==> config.mk <==
export PLATFORM = sky130hd
export DESIGN_NAME = indexed_array_list
export DESIGN_NICKNAME = d
export VERILOG_FILES = /design/src/hdl/idxal_pkg.sv /design/src/hdl/idxal_ctrl.sv /design/src/hdl/idxal_datapath.sv /design/src/hdl/indexed_array_list.sv
export SDC_FILE = /design/constraint.sdc
export NUM_CORES = 2
export LEC_CHECK = 0
export CORE_UTILIZATION = 59
export CTS_CLUSTER_SIZE = 40
export DETAILED_ROUTE_END_ITERATION = 12
export DONT_BUFFER_PORTS = 1
export PLACE_DENSITY = 0.76
export SLEW_MARGIN = 20
export SYNTH_ARGS = -nofsm -noshare
export SYNTH_HDL_FRONTEND = slang
export SYNTH_SLANG_ARGS = --single-unit
==> constraint.sdc <==
create_clock -name clk -period 5.3 [get_ports clk]
set_input_delay 1.06 -clock clk [delete_from_list [all_inputs] [get_ports clk]]
set_output_delay 1.06 -clock clk [all_outputs]
set_load 0.01 [all_outputs]
==> src/hdl/idxal_pkg.sv <==
// Shared types and constants for the indexed array list block.
// Used by idxal_ctrl, idxal_datapath and indexed_array_list; no dependencies.
`timescale 1ns / 1ps

package idxal_pkg;

    // List storage geometry
    localparam int DEPTH      = 16;
    localparam int DATA_WIDTH = 32;
    localparam int IDX_W      = $clog2(DEPTH);
    localparam int CNT_W      = $clog2(DEPTH + 1);

    // Request operation codes
    typedef enum logic [2:0] {
        OP_INSERT = 3'd0,
        OP_APPEND = 3'd1,
        OP_READ   = 3'd2,
        OP_DELETE = 3'd3,
        OP_EDIT   = 3'd4
    } op_t;

    // Result status codes
    typedef enum logic [1:0] {
        STAT_OK        = 2'd0,
        STAT_BAD_INDEX = 2'd1,
        STAT_OVERFLOW  = 2'd2
    } status_t;

    // Controller states
    typedef enum logic {
        ST_IDLE = 1'b0,
        ST_EXEC = 1'b1
    } state_t;

    // Commands from the controller to the datapath
    typedef struct packed {
        logic capture;   // latch the request fields
        logic execute;   // apply the latched request and register the result
    } ctrl_cmd_t;

endpackage

==> src/hdl/idxal_ctrl.sv <==
// Controller state machine for the indexed array list.
// Depends on idxal_pkg; drives the command struct into idxal_datapath.
`timescale 1ns / 1ps

module idxal_ctrl
(
    input  logic                 clk,
    input  logic                 rst_n,
    input  logic                 start,
    output logic                 busy,
    output logic                 cfg_ready,
    output logic                 done,
    output idxal_pkg::ctrl_cmd_t cmd
);

    idxal_pkg::state_t state_reg;
    idxal_pkg::state_t state_next;
    logic              done_reg;
    logic              done_next;

    // Advance state
    always_ff @(posedge clk or negedge rst_n)
    begin
        if (!rst_n)
        begin
            state_reg <= idxal_pkg::ST_IDLE;
            done_reg  <= 1'b0;
        end
        else
        begin
            state_reg <= state_next;
            done_reg  <= done_next;
        end
    end

    // Next state: each accepted request moves from ST_IDLE to ST_EXEC and back
    always_comb
    begin
        state_next = state_reg;
        unique case (state_reg)
            idxal_pkg::ST_IDLE:
            begin
                if (start)
                    state_next = idxal_pkg::ST_EXEC;
            end
            idxal_pkg::ST_EXEC:
            begin
                state_next = idxal_pkg::ST_IDLE;
            end
            default:
            begin
                state_next = idxal_pkg::ST_IDLE;
            end
        endcase
    end

    // Outputs and commands
    always_comb
    begin
        cmd.capture = 1'b0;
        cmd.execute = 1'b0;
        busy        = 1'b0;
        cfg_ready   = 1'b0;
        unique case (state_reg)
            idxal_pkg::ST_IDLE:
            begin
                cmd.capture = start;
                cfg_ready   = 1'b1;
            end
            idxal_pkg::ST_EXEC:
            begin
                cmd.execute = 1'b1;
                busy        = 1'b1;
            end
            default:
            begin
                busy = 1'b0;
            end
        endcase
    end

    // Strobe the result in the cycle after execute
    assign done_next = cmd.execute;
    assign done      = done_reg;

endmodule

==> src/hdl/idxal_datapath.sv <==
// Datapath for the indexed array list: entry array, count, capacity, result registers.
// Depends on idxal_pkg; controlled by the command struct from idxal_ctrl.
`timescale 1ns / 1ps

module idxal_datapath
(
    input  logic                                 clk,
    input  logic                                 rst_n,
    input  idxal_pkg::ctrl_cmd_t                 cmd,
    input  logic [2:0]                           operation,
    input  logic [idxal_pkg::IDX_W-1:0]          index,
    input  logic [idxal_pkg::DATA_WIDTH-1:0]     data,
    input  logic                                 cfg_we,
    input  logic [idxal_pkg::CNT_W-1:0]          cfg_data,
    output logic [idxal_pkg::DATA_WIDTH-1:0]     read_data,
    output logic [1:0]                           status,
    output logic [idxal_pkg::CNT_W-1:0]          entry_count,
    output logic                                 is_full,
    output logic                                 is_empty
);

    localparam int DEPTH = idxal_pkg::DEPTH;
    localparam int DW    = idxal_pkg::DATA_WIDTH;
    localparam int IW    = idxal_pkg::IDX_W;
    localparam int CW    = idxal_pkg::CNT_W;

    // Latched request
    logic [2:0]    op_reg;
    logic [IW-1:0] pos_reg;
    logic [DW-1:0] data_reg;

    // List state
    logic [DW-1:0] store_reg  [DEPTH];
    logic [DW-1:0] store_next [DEPTH];
    logic [CW-1:0] count_reg;
    logic [CW-1:0] count_next;
    logic [CW-1:0] cap_reg;
    logic [CW-1:0] cap_eff;

    // Result registers
    logic [DW-1:0] rdata_reg;
    logic [DW-1:0] rdata_next;
    logic [1:0]    status_reg;
    logic [1:0]    status_next;
    logic          full_reg;
    logic          empty_reg;

    logic [CW-1:0] pos_ext;
    logic          pos_in_list;
    logic          pos_le_count;
    logic          list_full;

    // Hold the request fields on transfer
    always_ff @(posedge clk)
    begin
        if (cmd.capture)
        begin
            op_reg   <= operation;
            pos_reg  <= index;
            data_reg <= data;
        end
    end

    // Clamp capacity to the range one to DEPTH
    always_comb
    begin
        if (cap_reg == '0)
            cap_eff = CW'(1);
        else if (cap_reg > CW'(DEPTH))
            cap_eff = CW'(DEPTH);
        else
            cap_eff = cap_reg;
    end

    assign pos_ext      = CW'(pos_reg);
    assign pos_in_list  = (pos_ext < count_reg);
    assign pos_le_count = (pos_ext <= count_reg);
    assign list_full    = (count_reg >= cap_eff);

    // Decode the operation and build the next array contents
    always_comb
    begin
        store_next  = store_reg;
        count_next  = count_reg;
        rdata_next  = '0;
        status_next = idxal_pkg::STAT_OK;
        case (op_reg)
            idxal_pkg::OP_INSERT:
            begin
                if (!pos_le_count)
                    status_next = idxal_pkg::STAT_BAD_INDEX;
                else if (list_full)
                    status_next = idxal_pkg::STAT_OVERFLOW;
                else
                begin
                    // Shift entries above the position up by one
                    for (int i = 1; i < DEPTH; i++)
                    begin
                        if (IW'(i) > pos_reg)
                            store_next[i] = store_reg[i-1];
                    end
                    store_next[pos_reg] = data_reg;
                    count_next          = count_reg + CW'(1);
                end
            end
            idxal_pkg::OP_APPEND:
            begin
                if (list_full)
                    status_next = idxal_pkg::STAT_OVERFLOW;
                else
                begin
                    store_next[count_reg[IW-1:0]] = data_reg;
                    count_next                    = count_reg + CW'(1);
                end
            end
            idxal_pkg::OP_READ:
            begin
                if (!pos_in_list)
                    status_next = idxal_pkg::STAT_BAD_INDEX;
                else
                    rdata_next = store_reg[pos_reg];
            end
            idxal_pkg::OP_DELETE:
            begin
                if (!pos_in_list)
                    status_next = idxal_pkg::STAT_BAD_INDEX;
                else
                begin
                    // Shift entries above the position down by one
                    for (int i = 0; i < DEPTH - 1; i++)
                    begin
                        if (IW'(i) >= pos_reg)
                            store_next[i] = store_reg[i+1];
                    end
                    count_next = count_reg - CW'(1);
                end
            end
            idxal_pkg::OP_EDIT:
            begin
                if (!pos_in_list)
                    status_next = idxal_pkg::STAT_BAD_INDEX;
                else
                    store_next[pos_reg] = data_reg;
            end
            default:
            begin
                status_next = idxal_pkg::STAT_OK;
            end
        endcase
    end

    // Update the entry array
    always_ff @(posedge clk)
    begin
        if (cmd.execute)
            store_reg <= store_next;
    end

    // Count and capacity; a capacity write empties the list
    always_ff @(posedge clk or negedge rst_n)
    begin
        if (!rst_n)
        begin
            count_reg <= '0;
            cap_reg   <= CW'(DEPTH);
        end
        else if (cfg_we)
        begin
            count_reg <= '0;
            cap_reg   <= cfg_data;
        end
        else if (cmd.execute)
        begin
            count_reg <= count_next;
        end
    end

    // Register the result
    always_ff @(posedge clk)
    begin
        if (cmd.execute)
        begin
            rdata_reg  <= rdata_next;
            status_reg <= status_next;
            full_reg   <= (count_next == cap_eff);
            empty_reg  <= (count_next == '0);
        end
    end

    assign read_data   = rdata_reg;
    assign status      = status_reg;
    assign entry_count = count_reg;
    assign is_full     = full_reg;
    assign is_empty    = empty_reg;

endmodule

==> src/hdl/indexed_array_list.sv <==
// Top level of the indexed array list: controller plus datapath.
// Depends on idxal_pkg, idxal_ctrl and idxal_datapath.
`timescale 1ns / 1ps

// A request is taken when start is high and busy is low. The block then
// applies it in the execute state (busy high) to the 16-entry register array,
// where every entry shifts in parallel, and shows the result for exactly one
// cycle with done high; the receiver cannot stall it, so capture it then. A
// request passes through the execute state and then the result registers,
// and a new request may be started in the cycle its predecessor's result is
// shown. entry_count follows the list at all times and matches the result
// while done is high. Write capacity only while busy is low and no result is
// pending; a write empties the list.

module indexed_array_list
(
    input  logic                                  clk,
    input  logic                                  rst_n,
    input  logic                                  start,
    output logic                                  busy,
    input  logic [2:0]                            operation,
    input  logic [idxal_pkg::IDX_W-1:0]           index,
    input  logic [idxal_pkg::DATA_WIDTH-1:0]      data,
    output logic                                  done,
    output logic [idxal_pkg::DATA_WIDTH-1:0]      read_data,
    output logic [1:0]                            status,
    output logic [idxal_pkg::CNT_W-1:0]           entry_count,
    output logic                                  is_full,
    output logic                                  is_empty,
    input  logic                                  cfg_valid,
    output logic                                  cfg_ready,
    input  logic [idxal_pkg::CNT_W-1:0]           cfg_data
);

    idxal_pkg::ctrl_cmd_t cmd;
    logic                 cfg_we;

    assign cfg_we = cfg_valid & cfg_ready;

    // Controller
    idxal_ctrl u_ctrl
    (
        .clk       (clk),
        .rst_n     (rst_n),
        .start     (start),
        .busy      (busy),
        .cfg_ready (cfg_ready),
        .done      (done),
        .cmd       (cmd)
    );

    // Datapath
    idxal_datapath u_datapath
    (
        .clk         (clk),
        .rst_n       (rst_n),
        .cmd         (cmd),
        .operation   (operation),
        .index       (index),
        .data        (data),
        .cfg_we      (cfg_we),
        .cfg_data    (cfg_data),
        .read_data   (read_data),
        .status      (status),
        .entry_count (entry_count),
        .is_full     (is_full),
        .is_empty    (is_empty)
    );

`ifndef SYNTHESIS
    // Execute is always followed by the result strobe, with busy low again
    a_exec_then_done: assert property (@(posedge clk) disable iff (!rst_n)
        busy |=> (done && !busy))
        else $error("execute cycle not followed by result strobe");

    // A result strobe only follows an execute cycle
    a_done_after_exec: assert property (@(posedge clk) disable iff (!rst_n)
        $rose(done) |-> $past(busy))
        else $error("result strobe without execute");

    // Overflow is only reported when the list is full
    a_overflow_full: assert property (@(posedge clk) disable iff (!rst_n)
        (done && status == idxal_pkg::STAT_OVERFLOW) |-> is_full)
        else $error("overflow reported on a list that is not full");

    // Count never exceeds the array depth
    a_count_bound: assert property (@(posedge clk) disable iff (!rst_n)
        entry_count <= idxal_pkg::CNT_W'(idxal_pkg::DEPTH))
        else $error("entry count above depth");
`endif

endmodule
======== Word level (Yosys, flattened, before mapping) ========
Index checks and enable logic that the tools add are counted.
word-level totals
  bits in registers ....................... 599
cells by class
  eq/ne operators ......................... 25
  mux-type cells .......................... 109
  $lt $le $gt $ge ......................... 38
  bitwise operators ....................... 4
  reduce and logical (&&, ||, !) cells .... 26
  add/subtract/negate cells ............... 2
operators with widths
  kind                                                                            count
  32-bit 2-to-1 mux                                                               79
  512-bit 2-to-1 mux                                                              4
  480-bit case mux with 4 select lines                                            1
  512-bit bitwise mux                                                             3
  480-bit 2-to-1 mux                                                              1
  32-bit demux with 4-bit select                                                  2
  32-bit binary-select mux with 4-bit select                                      1
  8-bit AND reduction                                                             15
  32-bit case mux with 3 select lines                                             1
  2-bit by 1-bit inequality test with 1-bit output, second input constant         18
  5-bit 2-to-1 mux                                                                7
  4-bit greater-than comparator, first input constant                             8
  4-bit >= comparator, first input constant                                       7
  3-bit by 4-bit >= comparator with 1-bit output, first input constant            4
  3-bit by 4-bit greater-than comparator with 1-bit output, first input constant  4
  5-bit case mux with 3 select lines                                              1
  5-bit >= comparator, second input constant                                      2
  5-bit logical NOT                                                               2
  5-bit by 1-bit < comparator with 1-bit output, second input constant            2
  4-bit NOT with 5-bit output                                                     2
  1-bit by 4-bit >= comparator with 1-bit output, first input constant            2
  2-bit by 4-bit >= comparator with 1-bit output, first input constant            2
  2-bit by 4-bit greater-than comparator with 1-bit output, first input constant  2
  3-bit by 2-bit == test with 1-bit output, second input constant                 2
  25 further kinds                                                                32

======== Depth between registers and ports, before layout ========
  word-level depth ........................ 11
  gate-level depth with buffers ........... 12
  mapped depth without buffers ............ 12

======== Hierarchy ========
From an unflattened synthesis, not the netlist that was laid out.
second synthesis, totals
  cell total of the unflattened synthesis .. 3,122
  area total of the unflattened synthesis .. 35,738.0 µm²
modules (own cells, without submodules)
  module              sequential area each (µm²)  cells an instance  times used  area an instance (µm²)
  idxal_datapath      17,878.4                    3,115              1           35,656.7
  idxal_ctrl          50.0                        6                  1           75.1
  indexed_array_list  0.0                         1                  1           6.3

======== Worst setup path before layout ========
No wires, ideal clock.
  kind .................................... reg2reg
  from .................................... register u_datapath.cap_reg[3]
  to ...................................... register u_datapath.store_reg[0] (netlist bit) (enable)
  data arrival time ....................... 5.234 ns
  data required time ...................... 4.787 ns
  setup slack ............................. -0.447 ns
  setup time .............................. 0.513 ns
  stages on the path, launching flop included .. 11
  path through ............................ dfrtp_1 > nor3_1 > nor2_1 > nor2_1 > ha_1 > nor2b_1 > o21ai_0 > a31oi_1 > inv_1 > o22ai_1 > nor4b_1
between the ends
  cells in the longest elaborated chain, start to end .. 6
  elaborated cells on any way between the ends .. 8
RTL lines
  what                                    RTL line               text
  start: declaration                      idxal_datapath.sv:37   logic [CW-1:0] cap_reg;
  start signal: assignment                idxal_datapath.sv:165  cap_reg <= CW'(DEPTH);
  start signal: assignment                idxal_datapath.sv:170  cap_reg <= cfg_data;
  5-bit greater-than comparator           idxal_datapath.sv:69   else if (cap_reg > CW'(DEPTH))
  5-bit 2-to-1 mux                        idxal_datapath.sv:69
  5-bit 2-to-1 mux *                      idxal_datapath.sv:67   if (cap_reg == '0)
  5-bit >= comparator *                   idxal_datapath.sv:78   assign list_full = (count_reg >= cap_eff);
  2-bit inequality test (no source line)  n/a
  6-bit AND reduction (no source line) *  n/a
  end signal: assignment                  idxal_datapath.sv:156  store_reg <= store_next;
  end: declaration                        idxal_datapath.sv:33   logic [DW-1:0] store_reg [DEPTH];
Every way passes the cells marked *; elsewhere a longest branch is shown, timed or not.
A chain may end at the register's enable or synchronous reset.

==> results.md <==
* Post-synth EDFFs at 587
* Post-synth top area cell: edfxtp_1
* Post-CTS setup buffers at 0
* Worst Path Max Fanout at 24
* Hold-fix buffers at CTS at 0
* Synth top area share at 40.9%
* Pwr per Cell Area at 298 mW/mm^2
* Clk_lat worst skew at 0.64 ns
* Worst setup SP type: register
* Hold Fails Final Rpt at 0
* Register area share after synthesis at 41.6%
* Deepest clock path buffer count at 3
* Die W at 272 um
* Worst hold margin at 0.113 ns
* Avg Inst Size Synth at 10.3 um^2
* Vias in the first global route at 35.7k
* Worst Path Required at 5.63 ns
* Die Area at 0.0741 mm^2
* Drc violations at 0
* First-pass iteration count of the detailed router at 7
* Min-delay worst type: primary input to asynchronous set/reset pin
* Clock Sinks at 599
* Synth cell types at 62
* Mapped Cells at 4188
* Global route overflow at 0
* Largest net degree at the start of global routing at 217
* Switching part of the total power at 30.3%
* RePlAce Congestion at 0.908
* Max IR drop VDD at 252 uV
* Final worst setup slack at 1.39 ns
* Count leader, synth: edfxtp_1
* CP arrival at 4.24 ns
* Least-Margin Pin Slew at 1.27 ns
* Internal power at 9.53 mW
* Clk root buf: clkbuf_16
* Post-CTS sizing at 0
* CTS H-tree depth at 3
* CTS tree: done
* Skew final at 0.0274 ns
* GRT Total Usage at 38.1%
* First-pass GRT wire length at 222000 um
* Hpwl dp at 89400 um
* Rows at 98
* DRT iter0 DRCs at 6985
* Main synth FF type: edfxtp_1
* Crit path largest cell delay at 0.79 ns
* Starting density of the core at 60.0%
* Clock-pin slew of the registers on the worst-case setup and hold paths at 0.06 ns
* Status: finished clean
* Mapped Nets at 4249
* Share of cells above drive strength 1 at 12.8%
* Core footprint at 0.0719 mm^2
* Top cells by area, synth: edfxtp_1, mux4_2, mux2i_1
* Reg2Reg Depth at 10
* #FFs+latches synth at 599
* Post-Place Setup Slack at 1.52 ns
* Top post-synthesis cells by count: edfxtp_1, clkbuf_1, a21oi_1
* Area grow syn2layout at 6.40%
* Number of max-cap violations at 0
* Final nets at 3863
* Clock power frac at 36.5%
* Leakage at 15.2 nW
* CTS Buf Count at 71
* Rel. slew slack at 15.5%
* CP most frequent cell: buf_4
* Post-Syn Area at 0.0431 mm^2
* Maximum clock rate at 256 MHz
* Reg power frac at 42.9%
* Worst Setup End Kind: register
* I/O Buffers at 0
* Setup violators final at 0
* ANT cells at 0
* CP Class: register to register
* Period utilization at 73.7%
* Vias per cell at 8.01
* IO Pins at 92
* Max Transition Viols Final at 0
* Sw Pwr at 4.14 mW
* Routed len/inst at 30.1 um
* Final WL at 145000 um
* CP max-delay cell: o21ai_4
* Tmin final at 3.91 ns
* Yosys warnings at 0
* Worst path cell trace: inv_1 -> ha_1 -> nor2b_4 -> o31ai_4 -> a21oi_1 -> o21ai_0 -> o2111ai_4 -> buf_4 -> o21ai_4 -> buf_4
* Total number of vias at 38.5k
* Ys async rst share at 2.00%
* Gate power share at 20.6%
* Antenna Violating Nets Remaining at 0
* Setup TNS at 0 ns
* RSZ-0062 raised after global routing: no
* Die height at 272 um
* Initial antenna violation count at 10
==> critical path, delay by kind of cell (launching register included) <==
kind	cells	cell delay [ns]
DFF	1	0.56
buffers and inverters	3	0.79
and+or+nand+nor	1	0.15
AOI/OAI and AO/OA	5	1.71
adders and majority gates	1	0.36
==> routing by layer <==
metal	global-route usage, %	wire [um]	vias to the layer above
met5	1.48	276	-
li1	-	-	16320
met2	54.9	62600	3228
met4	13.7	4820	14
met3	11.0	22100	305
met1	54.6	55100	18636
==> power by group through the flow <==
stage	registers [mW]	logic [mW]	clock network, mW
floorplan	5.85	2.00	0
global placement	5.93	2.65	0
detailed placement	5.94	2.71	0
CTS	5.84	2.72	5.00
global route	5.88	2.98	5.16
finish	5.87	2.82	5.00
==> cells by family (layout without fill, tap and decap cells) <==
logic type,after synthesis,after routing,synth area share (%)
AOI/OAI and AO/OA,1836,1836,29.5
buffers and inverters,642,311,5.81
muxes,517,517,16.7
xor gates and xnor gates,6,6,0.139
DFF,599,599,41.6
and+or+nand+nor,575,575,5.93
adders and majority gates,13,13,0.378
==> per-stage QoR <==
step	std cells	instance area, um^2	power [mW]	utilization (%)
global placement	4678	43500	8.58	60.6
floorplan	4188	43100	7.84	-
global route	4807	45800	14.0	63.8
CTS	4806	45800	13.6	63.8
detailed placement	4678	43500	8.65	60.6
finish	4807	45800	13.7	63.8
==> cells in the final DEF (no fill, tap or decap), drive strengths merged, types with 34 or more instances in the layout <==
cell type / count
buf: 138
a21oi: 411
nand3: 36
a221o: 289
a211oi: 34
edfxtp: 587
inv: 48
mux2i: 352
nor2: 180
a311oi: 64
a32oi: 41
o21ai: 397
a221oi: 97
nor2b: 38
nand2: 249
o22ai: 258
mux4: 160
clkbuf: 92
a22oi: 65
==> layout make-up <==
class,count,area (um^2)
Timing Repair Buffer,138,1170
Multi-Input combinational cell,2947,23100
Inverter,45,176
Sequential cell,599,17900
Clock inverter,36,430
Clock buffer,92,1860
Fill cell,5621,26000
Tap cell,950,1190
==> final timing paths <==
kind	from	to	slack (ns)
min in group clk	data[24]	u_datapath.data_reg[24]$_DFFE_PP_	0.51
max reg2reg	u_datapath.entry_count[1]$_DFFE_PN0P_	register	1.39
max	u_datapath.entry_count[1]$_DFFE_PN0P_	register	1.39
max in group asynchronous	rst_n	u_datapath.cap_reg[4]$_DFFE_PN1P_	5.00
min reg2reg	u_datapath.cap_reg[0]$_DFFE_PN0P_	u_datapath.cap_reg[0]$_DFFE_PN0P_	0.53
min	rst_n	u_ctrl.state_reg$_DFF_PN0_	0.11
Power figures use the tool's default switching activity.
